==> config.mk <==
export PLATFORM = sky130hd
export DESIGN_NAME = png_chunk_stream_validator
export DESIGN_NICKNAME = d
export VERILOG_FILES = /design/src/rtl/pngcsv_pkg.sv /design/src/rtl/png_chunk_stream_validator.sv /design/src/rtl/pngcsv_parser.sv
export SDC_FILE = /design/constraint.sdc
export NUM_CORES = 1
export LEC_CHECK = 0
export BUFFER_PORTS_ARGS = -buffer_cell sky130_fd_sc_hd__buf_4
export CAP_MARGIN = 20
export CORE_MARGIN = 3
export CORE_UTILIZATION = 55
export DETAILED_ROUTE_END_ITERATION = 8
export GPL_TIMING_DRIVEN = 0
export PLACE_DENSITY = 0.72
export SETUP_SLACK_MARGIN = 0.1
export SYNTH_ARGS = -nofsm -noshare
export SYNTH_HDL_FRONTEND = slang
export SYNTH_HIERARCHICAL = 1
export SYNTH_SLANG_ARGS = --single-unit
==> constraint.sdc <==
create_clock -name aclk -period 5.17 [get_ports aclk]
set_input_delay 0.7755 -clock aclk [delete_from_list [all_inputs] [get_ports aclk]]
set_output_delay 0.7755 -clock aclk [all_outputs]
set_load 0.02 [all_outputs]
==> src/rtl/pngcsv_pkg.sv <==
package pngcsv_pkg;

    typedef enum logic [4:0] {
        PH_SIG  = 5'b00001,
        PH_LEN  = 5'b00010,
        PH_TYPE = 5'b00100,
        PH_DATA = 5'b01000,
        PH_CRC  = 5'b10000
    } phase_t;

    typedef enum logic [1:0] {
        V_INVALID   = 2'd0,
        V_PROMISING = 2'd1,
        V_VALIDATES = 2'd2
    } verdict_t;

    typedef struct packed {
        logic        fire;
        verdict_t    verdict;
        logic [31:0] size;
    } result_t;

    localparam int          SIG_LEN      = 8;
    localparam logic [31:0] FIELD_BYTES  = 32'd4;
    localparam logic [31:0] FIRST_START  = 32'd8;
    localparam logic [31:0] IHDR_LEN     = 32'd13;
    localparam logic [31:0] TYPE_IHDR    = 32'h4948_4452;
    localparam logic [31:0] TYPE_IEND    = 32'h4945_4E44;
    localparam logic [31:0] CRC_POLY     = 32'hEDB8_8320;
    localparam logic [31:0] CRC_PRESET   = 32'hFFFF_FFFF;
    localparam int          TDATA_W      = 40;

    localparam logic [7:0] SIG_BYTES [SIG_LEN] = '{
        8'h89, 8'h50, 8'h4E, 8'h47, 8'h0D, 8'h0A, 8'h1A, 8'h0A
    };

    // reflected CRC-32, one byte
    function automatic logic [31:0] crc32_byte(input logic [31:0] c_in, input logic [7:0] b);
        logic [31:0] c;
        c = c_in ^ {24'd0, b};
        for (int i = 0; i < 8; i++) begin
            c = c[0] ? ((c >> 1) ^ CRC_POLY) : (c >> 1);
        end
        return c;
    endfunction

    function automatic logic [31:0] sat32(input logic [63:0] v);
        return (v[63:32] != 32'd0) ? 32'hFFFF_FFFF : v[31:0];
    endfunction

endpackage

==> src/rtl/png_chunk_stream_validator.sv <==
// Channel  Dir  Beat contents (low bit first)             Beats
// s_       in   tdata[7:0] data_byte; tlast last_byte     one per file byte
// m_       out  tdata[1:0] verdict, [33:2] covered_bytes  zero or one per byte
//
// One byte per cycle while s_tready is high; the next parse state and CRC-32 are computed
// combinationally, and the result is registered in the cycle after the byte that decides it.
// aresetn is synchronous, active low; it rearms the parser for a new file.
// A result held while m_tready is low stalls the input;
// s_tready = !m_tvalid || m_tready.
module png_chunk_stream_validator
    import pngcsv_pkg::*;
#(
    parameter int OFFSET_WIDTH = 32
) (
    input  logic               aclk,
    input  logic               aresetn,
    input  logic               s_tvalid,
    output logic               s_tready,
    input  logic [7:0]         s_tdata,   // [7:0] data_byte
    input  logic               s_tlast,   // last_byte
    output logic               m_tvalid,
    input  logic               m_tready,
    output logic [TDATA_W-1:0] m_tdata    // [1:0] verdict, [33:2] covered_bytes
);

    logic                m_tvalid_reg, m_tvalid_next;
    logic [TDATA_W-1:0]  m_tdata_reg, m_tdata_next;
    logic                s_fire;
    result_t             res;

    assign s_tready = !m_tvalid_reg || m_tready;
    assign s_fire   = s_tvalid && s_tready;

    pngcsv_parser #(
        .OFFSET_WIDTH(OFFSET_WIDTH)
    ) u_parser (
        .aclk    (aclk),
        .aresetn (aresetn),
        .in_fire (s_fire),
        .in_byte (s_tdata),
        .in_last (s_tlast),
        .result  (res)
    );

    always_comb begin
        m_tvalid_next = m_tvalid_reg;
        m_tdata_next  = m_tdata_reg;
        if (res.fire) begin
            m_tvalid_next = 1'b1;
            m_tdata_next  = {6'd0, res.size, res.verdict};
        end else if (m_tready) begin
            m_tvalid_next = 1'b0;
        end
    end

    always_ff @(posedge aclk) begin
        if (!aresetn) begin
            m_tvalid_reg <= 1'b0;
        end else begin
            m_tvalid_reg <= m_tvalid_next;
        end
        m_tdata_reg <= m_tdata_next;
    end

    assign m_tvalid = m_tvalid_reg;
    assign m_tdata  = m_tdata_reg;

    a_invalid_size_zero: assert property (@(posedge aclk) disable iff (!aresetn)
        m_tvalid && m_tdata[1:0] == V_INVALID |-> m_tdata[33:2] == 32'd0)
        else $error("invalid verdict with nonzero size");

    a_verdict_code: assert property (@(posedge aclk) disable iff (!aresetn)
        m_tvalid |-> (m_tdata[1:0] == V_INVALID || m_tdata[1:0] == V_PROMISING ||
                      m_tdata[1:0] == V_VALIDATES))
        else $error("undefined verdict code");

    a_result_loaded: assert property (@(posedge aclk) disable iff (!aresetn)
        s_fire && res.fire |=> m_tvalid)
        else $error("result lost");

    a_no_fire_idle: assert property (@(posedge aclk) disable iff (!aresetn)
        !s_fire |-> !res.fire)
        else $error("result without input beat");

endmodule

==> src/rtl/pngcsv_parser.sv <==
module pngcsv_parser
    import pngcsv_pkg::*;
#(
    parameter int OFFSET_WIDTH = 32
) (
    input  logic          aclk,
    input  logic          aresetn,
    input  logic          in_fire,
    input  logic [7:0]    in_byte,
    input  logic          in_last,
    output result_t       result
);

    localparam logic [OFFSET_WIDTH-1:0] START_INIT = OFFSET_WIDTH'(FIRST_START);

    logic [OFFSET_WIDTH-1:0] byte_offset_reg, byte_offset_next;
    phase_t                  phase_reg, phase_next;
    logic [31:0]             field_count_reg, field_count_next;
    logic [31:0]             chunk_length_reg, chunk_length_next;
    logic [31:0]             chunk_type_reg, chunk_type_next;
    logic [OFFSET_WIDTH-1:0] chunk_start_reg, chunk_start_next;
    logic [31:0]             crc_accum_reg, crc_accum_next;
    logic [31:0]             stored_check_reg, stored_check_next;
    logic                    header_seen_reg, header_seen_next;
    logic                    done_reg, done_next;

    logic [OFFSET_WIDTH-1:0] off_inc;
    logic [31:0]             fc_inc;
    logic [31:0]             fc_dec;
    logic [31:0]             crc_upd;

    assign off_inc = (byte_offset_reg == '1) ? byte_offset_reg : byte_offset_reg + 1'b1;
    assign fc_inc  = field_count_reg + 32'd1;
    assign fc_dec  = (field_count_reg != 32'd0) ? field_count_reg - 32'd1 : 32'd0;
    assign crc_upd = crc32_byte(crc_accum_reg, in_byte);

    always_comb begin
        byte_offset_next  = off_inc;
        phase_next        = phase_reg;
        field_count_next  = field_count_reg;
        chunk_length_next = chunk_length_reg;
        chunk_type_next   = chunk_type_reg;
        chunk_start_next  = chunk_start_reg;
        crc_accum_next    = crc_accum_reg;
        stored_check_next = stored_check_reg;
        header_seen_next  = header_seen_reg;
        done_next         = done_reg;
        result            = '{fire: 1'b0, verdict: V_INVALID, size: 32'd0};

        if (!done_reg) begin
            unique case (phase_reg)
                PH_SIG: begin
                    if (field_count_reg >= 32'(SIG_LEN) ||
                        in_byte != SIG_BYTES[field_count_reg[2:0]]) begin
                        result    = '{fire: 1'b1, verdict: V_INVALID, size: 32'd0};
                        done_next = 1'b1;
                    end else if (fc_inc == 32'(SIG_LEN)) begin
                        phase_next       = PH_LEN;
                        field_count_next = 32'd0;
                        chunk_start_next = off_inc;
                    end else begin
                        field_count_next = fc_inc;
                    end
                end
                PH_LEN: begin
                    chunk_length_next = {chunk_length_reg[23:0], in_byte};
                    if (fc_inc >= FIELD_BYTES) begin
                        phase_next       = PH_TYPE;
                        field_count_next = 32'd0;
                        crc_accum_next   = CRC_PRESET;
                        chunk_type_next  = 32'd0;
                    end else begin
                        field_count_next = fc_inc;
                    end
                end
                PH_TYPE: begin
                    chunk_type_next = {chunk_type_reg[23:0], in_byte};
                    crc_accum_next  = crc_upd;
                    if (fc_inc >= FIELD_BYTES) begin
                        stored_check_next = 32'd0;
                        if (chunk_length_reg != 32'd0) begin
                            phase_next       = PH_DATA;
                            field_count_next = chunk_length_reg;
                        end else begin
                            phase_next       = PH_CRC;
                            field_count_next = 32'd0;
                        end
                    end else begin
                        field_count_next = fc_inc;
                    end
                end
                PH_DATA: begin
                    crc_accum_next   = crc_upd;
                    field_count_next = fc_dec;
                    if (fc_dec == 32'd0) begin
                        phase_next = PH_CRC;
                    end
                end
                PH_CRC: begin
                    stored_check_next = {stored_check_reg[23:0], in_byte};
                    if (fc_inc >= FIELD_BYTES) begin
                        if (~crc_accum_reg != stored_check_next) begin
                            result    = '{fire: 1'b1, verdict: V_INVALID, size: 32'd0};
                            done_next = 1'b1;
                        end else if (chunk_type_reg == TYPE_IHDR) begin
                            if (chunk_start_reg != START_INIT || chunk_length_reg != IHDR_LEN) begin
                                result    = '{fire: 1'b1, verdict: V_INVALID, size: 32'd0};
                                done_next = 1'b1;
                            end else begin
                                header_seen_next = 1'b1;
                            end
                        end else if (chunk_type_reg == TYPE_IEND) begin
                            done_next = 1'b1;
                            if (header_seen_reg) begin
                                result = '{fire: 1'b1, verdict: V_VALIDATES,
                                           size: sat32(64'(off_inc))};
                            end else begin
                                result = '{fire: 1'b1, verdict: V_INVALID, size: 32'd0};
                            end
                        end
                        phase_next        = PH_LEN;
                        field_count_next  = 32'd0;
                        chunk_length_next = 32'd0;
                        chunk_start_next  = off_inc;
                    end else begin
                        field_count_next = fc_inc;
                    end
                end
                default: begin
                    phase_next = PH_SIG;
                end
            endcase
        end

        // end of file: report the open state, then rearm for the next file
        if (in_last) begin
            if (!done_next) begin
                if (header_seen_next) begin
                    result = '{fire: 1'b1, verdict: V_PROMISING,
                               size: sat32(64'(chunk_start_next))};
                end else begin
                    result = '{fire: 1'b1, verdict: V_INVALID, size: 32'd0};
                end
            end
            byte_offset_next  = '0;
            phase_next        = PH_SIG;
            field_count_next  = 32'd0;
            chunk_length_next = 32'd0;
            chunk_type_next   = 32'd0;
            chunk_start_next  = START_INIT;
            crc_accum_next    = CRC_PRESET;
            stored_check_next = 32'd0;
            header_seen_next  = 1'b0;
            done_next         = 1'b0;
        end

        if (!in_fire) begin
            result.fire = 1'b0;
        end
    end

    always_ff @(posedge aclk) begin
        if (!aresetn) begin
            byte_offset_reg  <= '0;
            phase_reg        <= PH_SIG;
            field_count_reg  <= 32'd0;
            chunk_length_reg <= 32'd0;
            chunk_type_reg   <= 32'd0;
            chunk_start_reg  <= START_INIT;
            crc_accum_reg    <= CRC_PRESET;
            stored_check_reg <= 32'd0;
            header_seen_reg  <= 1'b0;
            done_reg         <= 1'b0;
        end else if (in_fire) begin
            byte_offset_reg  <= byte_offset_next;
            phase_reg        <= phase_next;
            field_count_reg  <= field_count_next;
            chunk_length_reg <= chunk_length_next;
            chunk_type_reg   <= chunk_type_next;
            chunk_start_reg  <= chunk_start_next;
            crc_accum_reg    <= crc_accum_next;
            stored_check_reg <= stored_check_next;
            header_seen_reg  <= header_seen_next;
            done_reg         <= done_next;
        end
    end

endmodule

; Yosys cells after proc, flatten, opt, wreduce, memory -nomap -nowiden
; Memory sizes are Yosys's and may differ from the RTL's.
; Index checks and enable logic that the tools add are counted.
[word_totals]
reg_bits = 258
mem_bits_ro = 64
output_inout_bits = 42
n_memories = 1
[mem_list]
columns = memory, words, word_bits, read_ports, rd_clocked_by_memory_dff, write_ports, line
row1 = (name not given), 8, 8, 1, 0, 0, pngcsv_parser.sv:54  ; in_byte != SIG_BYTES[field_count_reg[2:0]]) begin
[op_classes]
add_sub_neg = 3
order_cmp = 3
eq_ne = 20
muxes = 82
n_bitwise = 11
reduce_logical = 22
[ops]
columns = op, count
row1 = 32-bit two-way mux, 31
row2 = 35-bit two-way mux, 9
row3 = 32-bit one-hot mux with 2 select lines, 4
row4 = 32-bit one-hot mux with 4 select lines, 1
row5 = 13-bit NOT with 14-bit output, 8
row6 = 35-bit one-hot mux with 2 select lines, 1
row7 = "32-bit by 1-bit adder with 32-bit output, second input constant", 2
row8 = "32-bit by 31-bit == test with 1-bit output, second input constant", 2
row9 = "32-bit by 4-bit inequality test with 1-bit output, second input constant", 2
row10 = 32-bit nonzero test, 2
row11 = 24-bit two-way mux, 2
row12 = 24-bit one-hot mux with 2 select lines, 1
row13 = 5-bit two-way mux, 9
row14 = 34-bit two-way mux, 1
row15 = 33-bit two-way mux, 1
row16 = "32-bit == test, second input constant", 1
row17 = "32-bit by 4-bit == test with 1-bit output, second input constant", 1
row18 = "32-bit by 3-bit greater-or-equal comparator with 1-bit output, second input constant", 1
row19 = "32-bit by 4-bit greater-or-equal comparator with 1-bit output, second input constant", 1
row20 = 32-bit zero test, 1
row21 = 32-bit inequality test, 1
row22 = 32-bit NOT, 1
row23 = "32-bit by 1-bit subtractor with 32-bit output, second input constant", 1
row24 = 32-bit by 8-bit bitwise XOR with 32-bit output, 1
row25 = other kinds (24), 56

; Depth between registers and ports, before layout
; Gate-level depths: netlist of run 1.
[logic_depth]
ltp_word = 20
depth_mapped = 16
mapped_depth_nobuf = 14

; Cells and area by module
; Netlist of run 1, hierarchy kept.
[modules_own_cells]
columns = module, n_inst, cells_each, area_each_um2, seq_area_each_um2
row1 = pngcsv_parser, 1, 1610, 12883.6, 4464.3
row2 = png_chunk_stream_validator, 1, 46, 1127.3, 1041.0

; Least setup slack after synthesis of run 1
; OpenSTA, ideal clock, no wires.
[synth_timing]
path_type = flip-flop to flip-flop
startpoint = reg u_parser.field_count_reg[1]
endpoint = reg m_tdata_reg[0], in the netlist m_tdata[0], enable pin
setup_time_ns = 0.438
arrival_ns = 4.347
required_time_ns = 4.732
path_slack_ns = 0.384
stages_incl_launch_ff = 11
n_path_buf = 1
cell_sequence = dfxtp_1 > ha_1 > nand3_1 > nor4_1 > a41oi_1 > o21a_1 > o22ai_1 > nor4b_4 > buf_4 > o31a_4 > a21oi_1
[synth_rtl]
columns = element, line
row1 = from (decl), pngcsv_parser.sv:18  ; logic [31:0] field_count_reg, field_count_next;
row2 = from (signal assigned), pngcsv_parser.sv:177  ; field_count_reg <= field_count_next;
row3 = to (signal assigned), png_chunk_stream_validator.sv:62  ; m_tdata_reg <= m_tdata_next;
row4 = to (decl), png_chunk_stream_validator.sv:27  ; logic [TDATA_W-1:0] m_tdata_reg, m_tdata_next;

==> impl_metrics.csv, run 1 <==
group,metric,value,unit
grt,antenna_found_initial,1,
routing,first_pass_iters,6,
grt,grt_pass1_wl,69100,um
routing,ant_nets,0,
clock_tree,cts-root-buf,"clkbuf_16",
clock_tree,cts_buffer_depth,3,
layout,largest_register_ffs,34,
yosys,synthCells,1656,
power,pwr_density_cell,276,nW/um^2
layout,final_common_cell,"dfxtp_1",
power,swShare,24.2,%
worst_hold_path,hold_class,"reg2reg",
yosys,synth_adder_area_share,0.893,%
setup_path,critPathLaunchType,"flip-flop",
setup_path,path_cells,"ha_1 > nand3_1 > or4_1 > nor3_1 > nor3_1 > o2111ai_2 > nor4b_4 > a211oi_1 > clkbuf_1 > nor2_1 > a22o_1",
timing,final_max_slew_viol_count,0,
run,drv_cap,0,
yosys,synth-edff-count,34,
timing,grt_setup_unrepaired,"no",
power,p_seq_share,47.6,%
yosys,ys.flop_type,"dfxtp_1",
timing,fin_ws,0.344,ns
layout,fin_area,15600,sq um
layout,final_cell_mix,"dfxtp_1 (224), nand2_1 (129), xnor2_1 (128)",
power,comb_power_share,7.8,%
die,coreArea,24700,sq um
setup_path,path_max_fanout,10,
die,die_x,166,um
setup_path,crit_required,5.43,ns
clock_tree,ctsHoldBuffers,0,
place,gp_congestion,0.982,
layout,nets,1754,
layout,final_util,63.4,%
yosys,synth_top_family_by_area,"compound AO/OA/AOI/OAI gates",
yosys,ys_ff_latch,258,
layout,area_delta_synth_final,11.7,%
timing,max-slew-margin-rel,27.3,%
place,placed_area,14800,sq um
setup_path,setup.worst_path.end_class,"flip-flop",
yosys,seq_area_frac_synth,39.3,%
setup_path,cpMostUsedCell,"nor3_1",
place,place_ws,0.406,ns
timing,fin_crit_sh,93.4,%
layout,layoutNonFillerInstCount,2075,
timing,finalHoldWorstSlack,0.471,ns
yosys,yosysUniqueCellTypes,85,
setup_path,critPathKind,"reg2reg",
yosys,yosys_warnings,6,
layout,antenna_cells,0,
clock_tree,cts_num_sinks,258,
die,dieArea,27400,sq um
yosys,syn_area,14000,sq um
power,pwr-share-clk,44.6,%
layout,drive_gt1_share,8.62,%
setup_path,critical_path.slowest_cell,"or4_1",
place,dp.cells,2026,
grt,grt_use_total,30.5,%
routing,wl_per_cell,21.2,um
timing,hold_viol_final,0,
timing,fin_worst_skew,0.0206,ns
timing,tns,0,ns
grt,grt-ovfl-total,0,
routing,vias_per_cell,6.54,
die,row_count,57,
clock_tree,numCtsBuffers,27,
yosys,ys_async_sr_fraction,0,%
power,ir_worst_vdd,0.301,mV
yosys,avgSynthCellArea,8.46,sq um
setup_path,arrival,5.09,ns
yosys,synth.mux.area_fraction,0.875,%
timing,fin_crit,4.83,ns
yosys,synth_xor_area_share,9.88,%
power,power.switching,1.05,mW
yosys,synthSimpleGateAreaFrac,19.6,%
clock_tree,clk_pin_slew,0.07,ns
power,power.leakage,5.56,nW
clock_tree,clock_latency,0.54,ns
die,start_util,56.8,%
power,power,4.33,mW
timing,worst_pin_slew,1.06,ns
routing,via_count,13566,
outcome,status,"finished, final reports clean",
routing,initialDrtViolationCount,1663,
power,p_int,3.28,mW
clock_tree,cts_tree,"built",
routing,post-route-drc-count,0,
die,ioPinCount,55,
die,die_h,166,um
setup_path,critPathMaxStageDelay,0.68,ns
grt,grt_pass1_vias,12408,
place,dp_hpwl,32200,um
routing,drt_wl_total,44000,um
timing,setup_violations,0,
timing,max_freq,207,MHz
yosys,synth_compound_area_share,23.2,%
place,port_buffers,40,
grt,grt_max_degree,33,
clock_tree,h-tree-depth,1,
==> cell type report <==
cell class / count / area, sq um
Inverter: 74 / 278
Timing Repair Buffer: 41 / 320
Clock inverter: 19 / 174
Multi-Input combinational cell: 1189 / 7670
Fill cell: 2177 / 9030
Buffer: 140 / 594
Sequential cell: 258 / 5510
Tap cell: 324 / 405
Clock buffer: 30 / 697
==> critical path: cells and delay by family, from the launching register on <==
kind                       cells  cell delay [ns]
DFF                            1             0.46
buffers and inverters          1             0.55
AOI/OAI and AO/OA              3             1.35
adders and majority gates      1             0.33
and+or+nand+nor                6             1.85
==> power by group through the flow <==
stage	Clock, mW	Sequential, mW	Combinational (mW)
final	1.93	2.06	0.338
after global routing	2.04	2.06	0.358
after CTS	1.96	2.06	0.333
after detailed placement	0	2.10	0.332
after global placement	0	2.11	0.325
after floorplan	0	2.13	0.199
==> per-layer routing <==
layer	GRT usage, %	routed length, um	up-vias
li1	-	-	6231
met2	48.0	19800	701
met3	4.81	4090	83
met5	0	13	-
met4	8.03	1170	2
met1	43.8	18900	6549
==> synth_stat cells (30+ instances only) <==
library cell  number  share of area, %
a21oi_1           74               2.6
nor3_1            71               2.5
xnor2_1          128               8.0
a22o_1            73               4.6
nor2_1           113               3.0
nand2_1          129               3.5
o21ai_0           96               3.4
clkbuf_1         100               2.7
nor4_1            41               1.8
a31oi_1           39               1.7
edfxtp_1          34               7.3
inv_1             70               1.9
dfxtp_1          224                32
xor2_1            30               1.9
o22ai_1           30               1.3
nand3_1           52               1.9
==> logic make-up (layout without fill, tap and decap cells) <==
logic type	after synthesis	count (layout)
and+or+nand+nor	537	537
buffers and inverters	214	304
AOI/OAI and AO/OA	466	466
muxes	12	12
xor gates and xnor gates	158	158
other	1	6
adders and majority gates	10	10
DFF	258	258
==> timing repair <==
action / CTS / global route
endpoints found under the setup margin: 0 / 29
resized for setup: 0 / 2
setup buffers: 0 / 0
==> worst paths after layout <==
| check | from | end | slack (ns) | cells after the start |
|---|---|---|---|---|
| worst max-delay path | u_parser/field_count_reg[1] | m_tdata[15] | 0.34 | 11 |
| worst min-delay path | u_parser/chunk_type_reg[24] | u_parser/chunk_type_reg[24] | 0.47 | 1 |
| worst max register to register | u_parser/field_count_reg[1] | m_tdata[15] | 0.34 | 11 |
| worst min register to register | u_parser/chunk_type_reg[24] | u_parser/chunk_type_reg[24] | 0.47 | 1 |
No activity file was read; power rests on OpenSTA's default activity.
==> inputs of run 2 (changes only) <==
Settings changed: PLACE_DENSITY 0.72 to 0.83.
==> impl_metrics.csv, run 2 (same netlist as run 1, synthesis figures left out) <==
group,metric,value,unit
outcome,status,"finished, final reports clean",
grt,grt-ovfl-total,0,
clock_tree,clk_pin_slew,0.07,ns
die,coreArea,24700,sq um
routing,vias_per_cell,6.56,
routing,via_count,13623,
die,die_h,166,um
clock_tree,cts-root-buf,"clkbuf_16",
clock_tree,cts_num_sinks,258,
routing,post-route-drc-count,0,
place,place_ws,0.296,ns
layout,n_fill_cell,2077,
clock_tree,post-cts-setup-buffers,0,
timing,worst_pin_slew,1.10,ns
grt,busiest_layer,"met2",
layout,multi_input_area,7670,sq um
die,ioPinCount,55,
setup_path,path_buf_inv,1,
grt,grt_max_degree,31,
grt,grt_pass1_vias,12806,
timing,setup_violations,0,
routing,drt_wl_total,43600,um
clock_tree,numCtsBuffers,27,
timing,fin_ws,0.298,ns
layout,final_common_cell,"dfxtp_1",
grt,met3_usage,4.96,%
power,ir_worst_vdd,0.301,mV
die,start_util,56.8,%
setup_path,critPathLaunchType,"flip-flop",
place,dp_hpwl,31500,um
timing,hold_viol_final,0,
worst_hold_path,hold_class,"reg2reg",
die,die_x,166,um
layout,largest_register_ffs,34,
layout,area_delta_synth_final,12.0,%
layout,antenna_cells,0,
timing,fin_crit_sh,94.2,%
timing,grt_setup_unrepaired,"no",
timing,fin_crit,4.87,ns
power,pwr_density_cell,280,nW/um^2
setup_path,path_max_fanout,10,
power,power.leakage,5.61,nW
layout,drive_gt1_share,8.84,%
die,row_count,57,
timing,max-slew-margin-rel,26.5,%
place,port_buffers,40,
routing,initialDrtViolationCount,1886,
run,drv_cap,0,
timing,max_freq,205,MHz
clock_tree,cts_buffer_depth,3,
timing,finalHoldWorstSlack,0.473,ns
setup_path,worst-r2r-setup-slack,0.30,ns
clock_tree,clock_latency,0.55,ns
layout,final_cell_mix,"dfxtp_1 (224), nand2_1 (129), xnor2_1 (128)",
clock_tree,cts_tree,"built",
grt,use_met2,47.8,%
setup_path,setup.worst_path.end_class,"flip-flop",
setup_path,arrival,5.17,ns
layout,seq_area,5510,sq um
routing,ant_nets,0,
place,gp_congestion,0.962,
setup_path,cpLargestDelayFamily,"compound AO/OA/AOI/OAI gates",
routing,wl_per_cell,21.0,um
setup_path,critPathKind,"reg2reg",
grt,grt_use_met1,42.0,%
timing,fin_worst_skew,0.0140,ns
timing,final_max_slew_viol_count,0,
setup_path,critical_path.slowest_cell,"nor4_2",
routing,first_pass_iters,7,
setup_path,path_cells,"ha_1 > nand3_1 > nor4_2 > a41oi_1 > o21a_1 > o22ai_1 > nor4b_4 > a211oi_1 > clkbuf_1 > nor2_1 > a22o_1",
clock_tree,h-tree-depth,1,
grt,grt_use_total,30.2,%
grt,grt_pass1_wl,69200,um
setup_path,crit_required,5.47,ns
setup_path,critPathMaxStageDelay,0.68,ns
layout,nets,1755,
grt,antenna_found_initial,1,
die,dieArea,27400,sq um
==> run 2: power by group <==
group | switching, mW | internal (mW)
Combinational | 0.227 | 0.111
Clock | 0.833 | 1.17
Sequential | 0.00786 | 2.05
==> run 2: worst paths after layout <==
check                                                 end                         from  cells after the start
worst max-delay path                          m_tdata[26]  u_parser/field_count_reg[0]                     11
worst min-delay path            u_parser/crc_accum_reg[0]    u_parser/crc_accum_reg[0]                      2
worst max register to register                m_tdata[26]  u_parser/field_count_reg[0]                     11
worst min register to register  u_parser/crc_accum_reg[0]    u_parser/crc_accum_reg[0]                      2
==> run 2: per-layer routing <==
metal  up-vias  wire [um]
li1       6231          -
met1      6362      17500
met2       870      19500
met3       158       4910
met4         2       1720
met5         -         18
==> run 2: layout make-up <==
cell class                 count  area share [%]
clock buffer                  34            4.73
buffer                       140            3.79
timing repair buffer          42            2.12
multi-input combinational   1189            48.9
sequential                   258            35.1
clock inverter                16            1.09
inverter                      74            1.77
tap                          324            2.58
==> run 2: tightest hold or removal path, delay by kind of cell (launching register included) <==
family	cells	cell delay (ns)
AO/OA/AOI/OAI	1	0.06
buffers and inverters	1	0.05
flip-flops	1	0.32
==> run 2: timing repair <==
item                                    CTS  global route
endpoints found under the setup margin    0            49
resized for setup                         0             1
hold buffers                              0             0
==> run 2: per-stage QoR <==
stage | TNS [ns] | power (mW) | util (%) | std cells | area (sq um)
6_report | 0 | 4.40 | 63.6 | 2077 | 15700
3_3_place_gp | -40.54 | 2.43 | 59.7 | 2025 | 14700
4_1_cts | 0 | 4.41 | 63.5 | 2076 | 15700
2_1_floorplan | 0 | 2.33 | - | 1661 | 14000
3_5_place_dp | 0 | 2.43 | 59.8 | 2026 | 14800
5_1_grt | 0 | 4.52 | 63.6 | 2077 | 15700
